$ cat src/rtl/core/lbt_pkg.sv
// Bit-plane transposer package: command codes, queue entry type, constants.
// Used by the front, queue, back and top-level modules.
package lbt_pkg;

  localparam logic CMD_WRITE = 1'b0;
  localparam logic CMD_READ  = 1'b1;

  localparam int          PlaneCount  = 24;
  localparam logic [4:0]  PlaneMsb    = 5'd23;
  localparam logic [7:0]  ColumnReset = 8'd1;
  // floor(x / 24) = (x * 2731) >> 16 for x below 6120
  localparam logic [11:0] RecipDiv24  = 12'd2731;

  typedef enum logic [1:0] {
    OP_WRITE,
    OP_READ,
    OP_REJECT
  } op_kind_e;

  typedef struct packed {
    op_kind_e    kind;
    logic [7:0]  col;
    logic [3:0]  row;
    logic [23:0] grb;
    logic [4:0]  plane;
  } op_t;

endpackage

$ cat src/rtl/core/lbt_front.sv
// Front end: column count register, range checks, index split and colour reorder.
// Depends on lbt_pkg; feeds classified requests to lbt_queue.
module lbt_front import lbt_pkg::*; #(
  parameter int STRIP_COUNT = 16,
  parameter int MAX_COLUMNS = 255
) (
  input  logic        clk_i,
  input  logic        rst_ni,
  input  logic        cfg_wr_i,
  input  logic [7:0]  cfg_data_i,
  input  logic        cmd_i,
  input  logic [3:0]  pixel_row_i,
  input  logic [7:0]  pixel_column_i,
  input  logic [23:0] pixel_rgb_i,
  input  logic [12:0] word_index_i,
  output op_t         op_o
);

  localparam logic [7:0] MaxCols  = 8'(MAX_COLUMNS);
  localparam logic [4:0] StripLim = 5'(STRIP_COUNT);

  logic [7:0]  count_q, count_d;
  logic [7:0]  eff_cols;
  logic [12:0] idx_limit;
  logic [24:0] prod;
  logic [7:0]  quot;
  logic [12:0] quot_x24;
  logic [12:0] rem;

  always_comb begin
    count_d = count_q;
    if (cfg_wr_i) begin
      count_d = cfg_data_i;
    end
  end

  always_ff @(posedge clk_i or negedge rst_ni) begin
    if (!rst_ni) begin
      count_q <= ColumnReset;
    end else begin
      count_q <= count_d;
    end
  end

  assign eff_cols  = (count_q > MaxCols) ? MaxCols : count_q;
  assign idx_limit = ({5'd0, eff_cols} << 4) + ({5'd0, eff_cols} << 3);

  assign prod     = 25'(word_index_i) * 25'(RecipDiv24);
  assign quot     = prod[23:16];
  assign quot_x24 = ({5'd0, quot} << 4) + ({5'd0, quot} << 3);
  assign rem      = word_index_i - quot_x24;

  always_comb begin
    op_o       = '0;
    op_o.kind  = OP_REJECT;
    op_o.row   = pixel_row_i;
    op_o.grb   = {pixel_rgb_i[15:8], pixel_rgb_i[23:16], pixel_rgb_i[7:0]};
    case (cmd_i)
      CMD_WRITE: begin
        op_o.col = pixel_column_i;
        if ((pixel_column_i < eff_cols) && ({1'b0, pixel_row_i} < StripLim)) begin
          op_o.kind = OP_WRITE;
        end
      end
      CMD_READ: begin
        op_o.col   = quot;
        op_o.plane = rem[4:0];
        if (word_index_i < idx_limit) begin
          op_o.kind = OP_READ;
        end
      end
      default: begin
        op_o.kind = OP_REJECT;
      end
    endcase
  end

endmodule

$ cat config.mk
export PLATFORM = sky130hd
export DESIGN_NAME = lbt_front
export DESIGN_NICKNAME = d
export VERILOG_FILES = /design/src/rtl/core/lbt_pkg.sv /design/src/rtl/core/lbt_front.sv
export SDC_FILE = /design/constraint.sdc
export NUM_CORES = 1
export LEC_CHECK = 0
export ABC_AREA = 1
export BUFFER_PORTS_ARGS = -buffer_cell sky130_fd_sc_hd__clkbuf_2
export CAP_MARGIN = 20
export CORE_AREA = 2 2 103 105
export DETAILED_ROUTE_END_ITERATION = 10
export DIE_AREA = 0 0 105 107
export GPL_TIMING_DRIVEN = 0
export PLACE_DENSITY = 0.77
export SLEW_MARGIN = 0
export SYNTH_ARGS = -nofsm -noshare
export SYNTH_HDL_FRONTEND = slang
export SYNTH_SLANG_ARGS = --single-unit
$ cat constraint.sdc
create_clock -name clk_i -period 9.2 [get_ports clk_i]
set_input_delay 1.84 -clock clk_i [delete_from_list [all_inputs] [get_ports clk_i]]
set_output_delay 1.84 -clock clk_i [all_outputs]
set_load 0.02 [all_outputs]
[After elaboration in Yosys (flattened, before gate mapping)]
Index checks and enable logic that the tools add are counted.
Cells by class
  multipliers: 1
  bitwise operators: 1
  add/subtract/negate cells: 3
  multiplexer cells: 5
  order comparisons: 3
Operators with widths (count)
  13-bit by 12-bit multiplier with 24-bit output (second input constant): 1
  10-bit case mux with 2 select lines: 1
  12-bit by 11-bit adder with 13-bit output: 1
  13-bit < comparator: 1
  8-bit greater-than comparator (second input constant): 1
  8-bit < comparator: 1
  8-bit two-way mux: 1
  5-bit adder: 1
  5-bit two-way mux: 1
  5-bit subtractor: 1
  2-bit two-way mux: 2
  1-bit NOT: 1
Word-level totals
  bits in registers: 8
  logic and storage cells: 14
  bits of input ports: 61
  output and inout bits: 43

[Longest topological paths before layout]
  depth after elaboration: 6
  mapped depth: 27
  gate-level depth less buffers: 27

[Least setup slack after synthesis]
OpenSTA, ideal clock, no wires.
  path kind: input port to output port
  start point: in word_index_i[2]
  end point: out op_o[4] in the netlist's numbering
  setup slack: 1.119 ns
  path buffers: 0
  required time: 7.360 ns
  data arrival time: 6.241 ns
  stages: 25
  cell sequence: ha_1 -> xor2_1 -> ha_1 -> or2_2 -> fa_1 -> fa_1 -> inv_1 -> fa_1 -> inv_1 -> ha_1 -> nand2_1 -> inv_1 -> nand3_1 -> nor3_1 -> nand2_1 -> nand2_1 -> nand2_1 -> nand2_1 -> inv_1 -> ha_1 -> xnor2_1 -> nand3_1 -> nand3_1 -> nand2_1 -> nor2_1
RTL lines
  start, declared: line lbt_front.sv:15  | input logic [12:0] word_index_i,
  end, declared: line lbt_front.sv:16  | output op_t op_o

==> metrics.cfg <==
[sta]
finalCritPeriodShare_pct = 95.60
holdWs_ns = 0.5375
tightest_slew_ns = 0.5593
clock_skew_ns = 0
timing.setup.tns_ns = 0
max_freq_mhz = 113.7
finalHoldViolCount = 0
setup_viol = 0
fin_crit_ns = 8.795
slew_headroom_pct = 62.71
grt_setup_unrepaired = false
maxSlewViolCount = 0

[power]
p_sw_uw = 747.6
clkPwrFrac_pct = 3.7
power_uw = 1235
p_per_area_mw_per_mm2 = 243.6
ir_drop_uv = 350.2
leakagePower_uw = 0.003117
pwr-share-seq_pct = 3.4
p_comb_share_pct = 92.9
swShare_pct = 60.51
p_int_uw = 487.8

[clock_network]
clock-sinks = 8
hold_buffers = 0
clk_latency_ns = 0.23
cts_tree = yes
htree_levels = 1
numCtsBuffers = 3
clk_pin_slew_ns = 0.04
cts-resized-gates = 0
cts_buffer_depth = 2
cts_setup_buffers = 0
cts-root-buf = clkbuf_8

[setup_path]
reg2reg_from = count_q[0]
startpoint = word_index_i[4]
cp_max_fo = 7
end_kind = output pin
critPathLaunchType = primary input
cp_common_cell = nand2_1
crit_family = adder cells
r2r_cells = 2
cp_num_cells = 27
worstSetupPathType = in2out
crit_arrival_ns = 6.95
cp-endpoint = op_o[4]
slowest_delay_ns = 0.58
crit_buf_inv = 6
critPathRequiredTime_ns = 7.36
cp_slowest_cell = fa_1
rrSetupSlack_ns = 8.35
r2r_end = count_q[0]

[finish]
fin_nets = 895
antennaDiodeCount = 0
utilization_pct = 50.25
multi_input_area_mm2 = 0.003501
n_fill_cell = 1021
largest_register_ffs = 8
largestRegisters = count_q: 8 flops
drive_gt1_share_pct = 17.55
regArea_um2 = 201.4
top_register = count_q
area_growth_pct = 13.18

[yosys]
synth_warnings = 0
ys_ff_latch = 8
synth_enable_flop_cells = 0
async_flop_share_pct = 100.0
yosysUniqueCellTypes = 34
netlist_top_cells_area = ha_1 31%, fa_1 19%, inv_1 12%
ys.flop_type = dfrtp_1
postSynthAreaPerCell_um2 = 7.480
synth_top_area_cell = ha_1
yosysMostFrequentCell = inv_1
yosysTopAreaCellShare_pct = 31.28
synthTopCellsByCount = 146 x inv_1, 112 x ha_1, 101 x nand2_1, 43 x fa_1, 33 x nor2_1
mappedNetlistNets = 815
synth_seq_area_share_pct = 4.496
netlist_area_mm2 = 0.004481
netlist_instances = 599

[global_route]
antenna_found_initial = 0
grt_max_degree = 11
grt_pass1_vias = 3845
grt_usage_pct = 18.21
grt_overflow = 0
grt_pass1_wl_mm = 17.02

[status]
status = finished, final reports clean

[place]
gp_congestion = 0.8836
numPortBuffers = 75
dp_hpwl_mm = 8.899

[floorplan]
die-area_mm2 = 0.01124
initial_core_util_pct = 44.40
die_h_um = 107
coreArea_mm2 = 0.01009
die_x_um = 105
rows = 37
ios = 104

[detailed_routing]
drcViolationCount = 0
routed_wl_mm = 9.782
antenna_left = 0
drt_pre_antenna_iters = 5
wl_per_cell_um = 12.02
vias_per_cell = 4.865
drt_iter0_drc = 143
vias = 3960

[hold_path]
hp-class = reg2reg

[run]
drv_cap = 0

worst min-delay path by stage:
stage / from / endpoint / depth (start not counted)
after floorplan: count_q[0] / count_q[0] / 2
after global placement: count_q[0] / count_q[0] / 2
after detailed placement: count_q[0] / count_q[0] / 2
after CTS: count_q[0] / count_q[0] / 2
after global routing: count_q[0] / count_q[0] / 2
final: count_q[0] / count_q[0] / 2
layout by cell type, fill, tap and decap left out, types with 2 or more instances in the layout:
| cell | instances |
|---|---|
| xnor2_1 | 5 |
| nand2_2 | 3 |
| a21oi_2 | 2 |
| ha_1 | 112 |
| o21ai_0 | 20 |
| clkbuf_1 | 3 |
| a21o_1 | 3 |
| nor3_1 | 6 |
| inv_1 | 146 |
| buf_4 | 28 |
| nand3_1 | 26 |
| a31oi_1 | 2 |
| xor2_1 | 10 |
| a21oi_1 | 29 |
| nand4_1 | 3 |
| inv_2 | 2 |
| fa_1 | 43 |
| clkbuf_2 | 75 |
| dfrtp_1 | 7 |
| nand2_1 | 101 |
| nor2_1 | 33 |
| o21bai_1 | 3 |
| clkbuf_8 | 3 |
power groups by stage:
stage          combinational (uW)  clock [uW]  sequential [uW]
3_5_place_dp                 1140           0             42.9
6_report                     1150        45.8             42.4
5_1_grt                      1330        49.1             43.1
3_3_place_gp                 1120           0             42.7
2_1_floorplan                 866           0             41.9
4_1_cts                      1150        46.4             42.4
worst register-to-register path, delay by kind of cell (launching register included):
family	cells	cell delay (ns)
buf+inv	1	0.05
flops	1	0.54
compound gates	1	0.17
through the flow:
stage          setup slack (ns)  instances  cell area (um^2)
6_report                 0.4051        814              5071
4_1_cts                  0.4127        814              5071
3_3_place_gp             0.5091        810              5026
5_1_grt                 0.06223        814              5071
2_1_floorplan             1.119        599              4481
3_5_place_dp             0.4572        810              5026
final cells by class:
class                      count  share of cell area [%]
buffer                        31                   4.392
clock buffer                   4                  0.8882
inverter                     148                   10.95
multi-input combinational    412                   69.04
sequential                     8                   3.972
tap                          136                   3.356
timing repair buffer          75                   7.402
metal layers:
metal	GRT usage [%]	up-vias	wire length (um)
li1	-	2012	-
met5	0	-	0
met3	1.337	18	347
met4	4.952	0	231
met1	24.27	1828	4544
met2	31.86	102	4657
kinds of logic (layout without fill, tap and decap cells):
group	after synthesis	count (layout)	share of synthesized area, %
and+or+nand+nor	176	176	16.36
DFF	8	8	4.496
buffers and inverters	179	258	17.37
adders and majority gates	155	155	50.49
AOI/OAI and AO/OA	66	66	8.350
xor gates and xnor gates	15	15	2.932
No activity file was read; power rests on OpenSTA's default activity.
