## src/rtl/core/lbt_pkg.sv

```systemverilog
// Bit-plane transposer package: command codes, queue entry type, constants.
// Used by the front, queue, back and top-level modules.
package lbt_pkg;

  localparam logic CMD_WRITE = 1'b0;
  localparam logic CMD_READ  = 1'b1;

  localparam int          PlaneCount  = 24;
  localparam logic [4:0]  PlaneMsb    = 5'd23;
  localparam logic [7:0]  ColumnReset = 8'd1;
  // floor(x / 24) = (x * 2731) >> 16 for x below 6120
  localparam logic [11:0] RecipDiv24  = 12'd2731;

  typedef enum logic [1:0] {
    OP_WRITE,
    OP_READ,
    OP_REJECT
  } op_kind_e;

  typedef struct packed {
    op_kind_e    kind;
    logic [7:0]  col;
    logic [3:0]  row;
    logic [23:0] grb;
    logic [4:0]  plane;
  } op_t;

endpackage

```

## src/rtl/core/lbt_queue.sv

```systemverilog
// Two-entry request queue between front and back ends.
// Depends on lbt_pkg for the entry type.
module lbt_queue import lbt_pkg::*; (
  input  logic clk_i,
  input  logic rst_ni,
  input  logic push_i,
  input  op_t  data_i,
  input  logic pop_i,
  output op_t  data_o,
  output logic full_o,
  output logic empty_o
);

  op_t        slot_q [2];
  logic       wr_ptr_q, wr_ptr_d;
  logic       rd_ptr_q, rd_ptr_d;
  logic [1:0] count_q, count_d;

  always_comb begin
    wr_ptr_d = wr_ptr_q;
    rd_ptr_d = rd_ptr_q;
    count_d  = count_q;
    if (push_i) begin
      wr_ptr_d = ~wr_ptr_q;
    end
    if (pop_i) begin
      rd_ptr_d = ~rd_ptr_q;
    end
    if (push_i && !pop_i) begin
      count_d = count_q + 2'd1;
    end else if (pop_i && !push_i) begin
      count_d = count_q - 2'd1;
    end
  end

  always_ff @(posedge clk_i or negedge rst_ni) begin
    if (!rst_ni) begin
      wr_ptr_q <= 1'b0;
      rd_ptr_q <= 1'b0;
      count_q  <= 2'd0;
    end else begin
      wr_ptr_q <= wr_ptr_d;
      rd_ptr_q <= rd_ptr_d;
      count_q  <= count_d;
    end
  end

  always_ff @(posedge clk_i) begin
    if (push_i) begin
      slot_q[wr_ptr_q] <= data_i;
    end
  end

  assign data_o  = slot_q[rd_ptr_q];
  assign full_o  = (count_q == 2'd2);
  assign empty_o = (count_q == 2'd0);

endmodule

```

## config.mk

```make
export PLATFORM = sky130hd
export DESIGN_NAME = lbt_queue
export DESIGN_NICKNAME = d
export VERILOG_FILES = /design/src/rtl/core/lbt_pkg.sv /design/src/rtl/core/lbt_queue.sv
export SDC_FILE = /design/constraint.sdc
export NUM_CORES = 1
export LEC_CHECK = 0
export BUFFER_PORTS_ARGS = -buffer_cell sky130_fd_sc_hd__buf_4
export CAP_MARGIN = 20
export CELL_PAD_IN_SITES_DETAIL_PLACEMENT = 2
export CELL_PAD_IN_SITES_GLOBAL_PLACEMENT = 2
export CORE_ASPECT_RATIO = 0.7
export CORE_UTILIZATION = 40
export CTS_BUF_LIST = sky130_fd_sc_hd__clkbuf_8
export CTS_CLUSTER_DIAMETER = 40
export CTS_CLUSTER_SIZE = 12
export DETAILED_ROUTE_END_ITERATION = 16
export HOLD_SLACK_MARGIN = 0.06
export PLACE_DENSITY = 0.86
export SLEW_MARGIN = 15
export SYNTH_ARGS = -nofsm -noshare
export SYNTH_HDL_FRONTEND = slang
export SYNTH_SLANG_ARGS = --single-unit
```

## constraint.sdc

```tcl
create_clock -name clk_i -period 3.64 [get_ports clk_i]
set_input_delay 0.364 -clock clk_i [delete_from_list [all_inputs] [get_ports clk_i]]
set_output_delay 0.364 -clock clk_i [all_outputs]
set_load 0.01 [all_outputs]
```

# Word level (Yosys, flattened, before mapping)
# Memory sizes are Yosys's and may differ from the RTL's.
# Cells that the tools add are included.
dict set report classes {
  add_sub_neg 2
  eq_ne 1
  muxes 4
  bitwise_logic 2
  reduce_logical 6
}
# operator count
set ops {}
lappend ops {{2-to-1 mux 2 bit} 2}
lappend ops {{adder 2 x 1 -> 2 bit (second input constant)} 1}
lappend ops {{equality test 2 bit (second input constant)} 1}
lappend ops {{logical AND 1 bit} 2}
lappend ops {{zero test 1 bit} 2}
lappend ops {{zero test 2 bit} 1}
lappend ops {{2-to-1 mux 1 bit} 2}
lappend ops {{inverter 1 bit} 2}
lappend ops {{nonzero test 2 bit} 1}
lappend ops {{subtractor 2 x 1 -> 2 bit (second input constant)} 1}
dict set report word_totals {
  reg_bits 4
  ram_bits 86
  output_inout_bits 45
  wordCells 19
  n_memories 1
}
# memory depth word_bits rd rd_clocked_by_memory_dff wr line
set mem_list {}
lappend mem_list {slot_q 2 43 1 0 1 lbt_queue.sv:14} ;# op_t slot_q [2];

# Logic depth before layout (Yosys ltp)
# Gate-level depths: netlist of the first run.
dict set report logic_depth {
  word_depth 4
  depth_mapped 5
  mapped_depth_nobuf 5
}

# Least setup slack after synthesis of the first run
# No wires, ideal clock.
dict set report synth_path {
  path_type {reg-to-reg}
  startpoint {reg wr_ptr_q}
  endpoint {mem slot_q[0][0] (netlist bit) (enable)}
  setup_time_ps 449
  t_arrival_ps 2325
  t_required_ps 3191
  slack_ps 867
  path_stages_with_launch 2
  path_buffers 0
  cell_sequence {dfrtp_1 > nor2b_1}
}
# item line
set synth_lines {}
lappend synth_lines {{start, declared} lbt_queue.sv:15} ;# logic wr_ptr_q, wr_ptr_d;
lappend synth_lines {{start signal, assigned} lbt_queue.sv:42} ;# wr_ptr_q <= wr_ptr_d;
lappend synth_lines {{end, declared} lbt_queue.sv:14}
# Straight into the memory's write port.

==> results.json, run 1 <==
{
  "status": "completed",
  "cts_sinks": 90,
  "yosys.area_share.simple_pct": 0.753,
  "p_int_mw": 2.34,
  "postSynthCellCount": 150,
  "design_area_sq_um": 4470,
  "timing.slew.headroom_pct": 56.4,
  "numCtsBuffers": 9,
  "yosysTopAreaCell": "edfxtp_1",
  "fmaxAchievable_mhz": 391,
  "syn2layout_area_growth_pct": 28.1,
  "die_area_sq_um": 9110,
  "fin_util_pct": 53.0,
  "drive_above_1_share_pct": 59.8,
  "die_h_microns": 80.2,
  "post_dp_cell_area_sq_um": 4260,
  "num-fill-cells": 752,
  "ys_ff_latch": 90,
  "ir_drop_uv": 316,
  "start_util_pct": 41.3,
  "yosys.area_share.xor_xnor_pct": 1.25,
  "grt_pass1_wl_microns": 10600,
  "overflow": 0,
  "die_w_microns": 114,
  "rsz0062_at_grt": "false",
  "synth_top_area_share_pct": 74.0,
  "drt_iter0_drc": 40,
  "crit_type": "reg2out",
  "drtPass1Iterations": 4,
  "synth_compound_area_share_pct": 0,
  "n_antenna_cell": 0,
  "p_leak_nw": 1.79,
  "wl_per_cell_microns": 19.2,
  "pwr-share-clk_pct": 19.4,
  "grt_max_degree": 44,
  "critPathArrivalTime_ns": 2.20,
  "startpoint_type": "flip-flop",
  "finalSetupViolations": 0,
  "regArea_sq_um": 2680,
  "cp_max_fo": 23,
  "synthAdderAreaFrac_pct": 0.358,
  "fin_crit_ns": 2.56,
  "routed_wl_microns": 7210,
  "vias_per_cell": 4.57,
  "syn-num-nets": 198,
  "yosys_warnings": 0,
  "cts.path.max_buffers": 2,
  "fin_skew_ns": 0.00403,
  "power.switching_uw": 954,
  "power_frac_seq_pct": 45.9,
  "htreeDepth": 3,
  "sw_frac_of_total_pct": 28.9,
  "antenna_found_initial": 0,
  "crit_required_ns": 3.28,
  "yosysSeqAreaShare_pct": 76.8,
  "cap_violations": 0,
  "ant_nets": 0,
  "tightest_slew_ns": 0.654,
  "powerDensity_nw_per_um2": 737,
  "placed_cells": 358,
  "hold-worst-slack_ns": 0.189,
  "hold_path_class": "in2reg",
  "layout_commonest_cell": "buf_4",
  "layout_common_cells": "93 x buf_4, 86 x edfxtp_1, 39 x mux2_4, 9 x clkbuf_8",
  "post-route-period-util_pct": 70.3,
  "worst-r2r-cell-count": 2,
  "num_rows": 28,
  "crit_path_end_kind": "output pin",
  "cts_tree": "done",
  "clock_latency_ns": 0.35,
  "dp_hpwl_microns": 4980,
  "finalNetCount": 299,
  "drv_slew": 0,
  "tns_ns": 0,
  "synth_cell_type_count": 13,
  "regToRegSetupSlack_ns": 1.88,
  "cts_root_buffer": "clkbuf_8",
  "grt_pass1_vias": 1915,
  "drc_errors": 0,
  "io_buffers": 91,
  "core_sq_um": 8440,
  "comb_power_share_pct": 34.7,
  "layout.cells.non_filler": 376,
  "synth_top_family_by_area": "multiplexers",
  "ys_top_cells_by_area": "edfxtp_1 74%, mux2_4 17%, dfrtp_1 2.9%, buf_12 2.3%, mux2_2 1.3%",
  "clk_pin_slew_worst_paths_ns": 0.08,
  "final_hold_viol_count": 0,
  "worstHoldPathCells": 1,
  "dr_total_vias": 1720,
  "postCtsResizedCells": 0,
  "multiInputGateArea_sq_um": 722,
  "grt_usage_pct": 16.6,
  "io_pins": 92,
  "avgSynthCellArea_sq_um": 23.3,
  "synth.area.mux_share_pct": 18.1,
  "netlist_area_sq_um": 3490,
  "gp_congestion": 0.640
}
cells in the mapped netlist:
| master | number |
|---|---|
| mux2_2 | 4 |
| and2_1 | 1 |
| mux2_4 | 39 |
| dfrtp_1 | 4 |
| buf_12 | 4 |
| xor2_1 | 4 |
| ha_1 | 1 |
| inv_1 | 1 |
| nor2_1 | 2 |
| nor2b_1 | 2 |
| xnor2_1 | 1 |
| edfxtp_1 | 86 |
| buf_6 | 1 |
what timing repair did:
item	CTS	global route
hold buffers	1	0
buffers inserted	0	0
endpoints found under the hold margin	4	0
cells by family (layout without fill, tap and decap cells):
family                     Yosys count  in the layout
xor gates and xnor gates             5              5
adders and majority gates            1              1
buffers and inverters                6            112
DFF                                 90             90
muxes                               43             43
and+or+nand+nor                      5              5
final cells by class:
cell class	count	share of cell area, %
Sequential cell	90	60.0
Timing Repair Buffer	95	16.3
Multi-Input combinational cell	54	16.1
Tap cell	120	3.36
Clock buffer	9	2.77
Clock inverter	7	1.37
Inverter	1	0.0839
worst max-delay path, stage by stage (launching register included):
cell and delay, ns:
dfrtp_2 0.80, buf_4 0.53, mux2_4 0.35, buf_4 0.15
path summary, 6_finish.rpt:
path / endpoint / from
max: data_o[36] / rd_ptr_q$_DFFE_PN0P_
min: slot_q[0][37]$_DFFE_PP_ / data_i[37]
max reg2reg: slot_q[0][36]$_DFFE_PP_ / wr_ptr_q$_DFFE_PN0P_
min reg2reg: count_q[1]$_DFFE_PN0P_ / count_q[1]$_DFFE_PN0P_
max in group asynchronous: rd_ptr_q$_DFFE_PN0P_ / rst_ni
min in group asynchronous: count_q[0]$_DFFE_PN0P_ / rst_ni
layer usage:
| metal | track usage (%) | wire [microns] | vias to the layer above | share of wire (%) |
|---|---|---|---|---|
| met1 | 18.4 | 2950 | 865 | 41 |
| met4 | 5.92 | 70 | 0 | 0.97 |
| li1 | - | - | 780 | - |
| met2 | 28.8 | 3590 | 67 | 50 |
| met3 | 6.87 | 599 | 8 | 8.3 |
| met5 | 0 | 0 | - | 0 |
sequential cells by signal, indices dropped and copies added, names as in the netlist:
register  cells
wr_ptr_q      1
slot_q       86
count_q       2
rd_ptr_q      1
metrics by stage:
stage	power (mW)	worst slack [ns]
CTS	3.34	1.05
finish	3.30	1.08
global placement	2.63	1.47
floorplan	2.26	0.867
detailed placement	2.69	1.45
global route	3.45	0.984
power by group through the flow:
stage | Combinational [mW] | Clock, mW | Sequential [mW]
2_1_floorplan | 0.811 | 0 | 1.45
3_3_place_gp | 1.11 | 0 | 1.52
3_5_place_dp | 1.15 | 0 | 1.54
4_1_cts | 1.16 | 0.659 | 1.52
5_1_grt | 1.22 | 0.700 | 1.53
6_report | 1.14 | 0.640 | 1.51
Power figures use the tool's default switching activity.
==> inputs of run 2 (changes only) <==
- CORE_UTILIZATION: 40 -> 36
- PLACE_DENSITY: 0.86 -> 0.82
- clock period: 3.64 -> 2.32 ns (I/O delays scaled with it)
==> results.json, run 2 (same netlist as run 1, synthesis figures left out) <==
{
  "hold-worst-slack_ns": 0.0849,
  "clock_latency_ns": 0.36,
  "regArea_sq_um": 2680,
  "gp_congestion": 0.667,
  "n_antenna_cell": 0,
  "layout_commonest_cell": "buf_4",
  "htreeDepth": 3,
  "ant_nets": 0,
  "r2r-end": "slot_q[1][6]$_DFFE_PP_",
  "p_leak_nw": 1.99,
  "ir_drop_uv": 493,
  "final_hold_viol_count": 0,
  "finalNetCount": 344,
  "io_buffers": 91,
  "drc_errors": 0,
  "grt_pass1_vias": 2213,
  "syn2layout_area_growth_pct": 40.9,
  "wl_per_cell_microns": 18.0,
  "placed_cells": 364,
  "dp_hpwl_microns": 4880,
  "largest-register": "slot_q",
  "worstPathCellList": "buf_4 -> mux2_2 -> buf_4",
  "routed_wl_microns": 7640,
  "largest_register_ffs": 86,
  "crit_required_ns": 2.09,
  "num-fill-cells": 808,
  "post_cts_buffers": 0,
  "worst-r2r-cell-count": 2,
  "crit_path_end_kind": "output pin",
  "powerDensity_nw_per_um2": 1060,
  "die_w_microns": 120,
  "die_area_sq_um": 10100,
  "cts_root_buffer": "clkbuf_8",
  "rsz0062_at_grt": "false",
  "cap_violations": 0,
  "fmaxAchievable_mhz": 531,
  "cts_tree": "done",
  "timing.slew.headroom_pct": 59.0,
  "clk_pin_slew_worst_paths_ns": 0.08,
  "largestRegisters": "slot_q (86), count_q (2)",
  "cp-endpoint": "data_o[40]",
  "fin_crit_ns": 1.88,
  "drv_slew": 0,
  "cts.path.max_buffers": 2,
  "crit_type": "reg2out",
  "core_sq_um": 9250,
  "start_util_pct": 37.7,
  "cp_max_fo": 22,
  "layout_common_cells": "94 x buf_4, 86 x edfxtp_1, 45 x dlygate4sd3_1, 39 x mux2_4, 9 x clkbuf_8",
  "hold_path_class": "in2reg",
  "regToRegSetupSlack_ns": 0.75,
  "crit_path_frequent_cell": "buf_4",
  "critPathArrivalTime_ns": 1.65,
  "vias_per_cell": 4.39,
  "cts_sinks": 90,
  "antenna_found_initial": 0,
  "finalSetupViolations": 0,
  "tns_ns": 0,
  "drt_iter0_drc": 84,
  "drtPass1Iterations": 4,
  "die_h_microns": 84.4,
  "max_stage_delay_ns": 0.40,
  "numCtsBuffers": 9,
  "io_pins": 92,
  "post-route-period-util_pct": 81.1,
  "tightest_slew_ns": 0.614,
  "grt_pass1_wl_microns": 12000,
  "grt_usage_pct": 16.5,
  "crit_slowest_cell": "mux2_2",
  "num_rows": 29,
  "dr_total_vias": 1866,
  "drive_above_1_share_pct": 50.5,
  "overflow": 0,
  "fin_skew_ns": 0.00599,
  "crit_start": "rd_ptr_q$_DFFE_PN0P_",
  "startpoint_type": "flip-flop",
  "status": "completed",
  "grt_max_degree": 44,
  "layout.cells.non_filler": 425,
  "multiInputGateArea_sq_um": 722,
  "worstReg2RegStart": "wr_ptr_q$_DFFE_PN0P_",
  "power_mw": 5.23
}
## run 2: cell types whose count changed in the layout (fill, tap and decap cells not counted), sizes merged
| cell | delta |
|---|---|
| dlygate4sd3 | +44 |
| inv | +2 |
| buf | +1 |
| clkinvlp | -2 |
## run 2: per-stage QoR
step / setup WS, ns / util [%] / area (sq um)
CTS: 0.409 / 53.2 / 4920
global placement: 0.780 / 46.4 / 4290
finish: 0.438 / 53.2 / 4920
global route: 0.352 / 53.2 / 4920
floorplan: 0.369 / - / 3490
detailed placement: 0.720 / 46.4 / 4290
## run 2: critical path, delay by kind of cell, from the launching register on
family	cells	cell delay (ns)
buffers and inverters	2	0.53
DFF	1	0.36
muxes	1	0.40
## run 2: layout make-up
class	count	area share [%]
Sequential cell	90	54.6
Tap cell	124	3.15
Timing Repair Buffer	140	23.9
Clock inverter	7	1.09
Inverter	1	0.0763
Clock buffer	9	2.52
Multi-Input combinational cell	54	14.7
## run 2: how the worst min path moves through the flow
| stage | from | endpoint | slack (ns) | depth (start not counted) |
|---|---|---|---|---|
| finish | push_i | wr_ptr_q$_DFFE_PN0P_ | 0.08 | 2 |
| global route | push_i | wr_ptr_q$_DFFE_PN0P_ | 0.06 | 2 |
| CTS | push_i | wr_ptr_q$_DFFE_PN0P_ | 0.07 | 2 |
| detailed placement | rst_ni | count_q[1]$_DFFE_PN0P_ | 0.03 | 1 |
| global placement | rst_ni | count_q[0]$_DFFE_PN0P_ | 0.03 | 1 |
| floorplan | rst_ni | count_q[0]$_DFFE_PN0P_ | -0.06 | 0 |
## run 2: report_power, final
| group | switching (mW) | internal, mW | leakage, nW | total [mW] |
|---|---|---|---|---|
| clock network | 0.508 | 0.477 | 0.102 | 0.985 |
| registers | 0.113 | 2.16 | 0.853 | 2.28 |
| logic | 0.879 | 1.09 | 1.04 | 1.97 |
## run 2: routing by layer
metal,track usage (%),wire length [microns],share of wire [%],vias up
li1,-,-,-,874
met1,18.2,3100,41,913
met2,28.4,3880,51,70
met3,7.13,575,7.5,9
met4,5.80,82,1.1,0
met5,0,0,0,-
## run 2: timing repair
item                                   in CTS  in global routing
hold buffers                               45                  0
resized for setup                           0                  0
endpoints found under the hold margin      90                  0
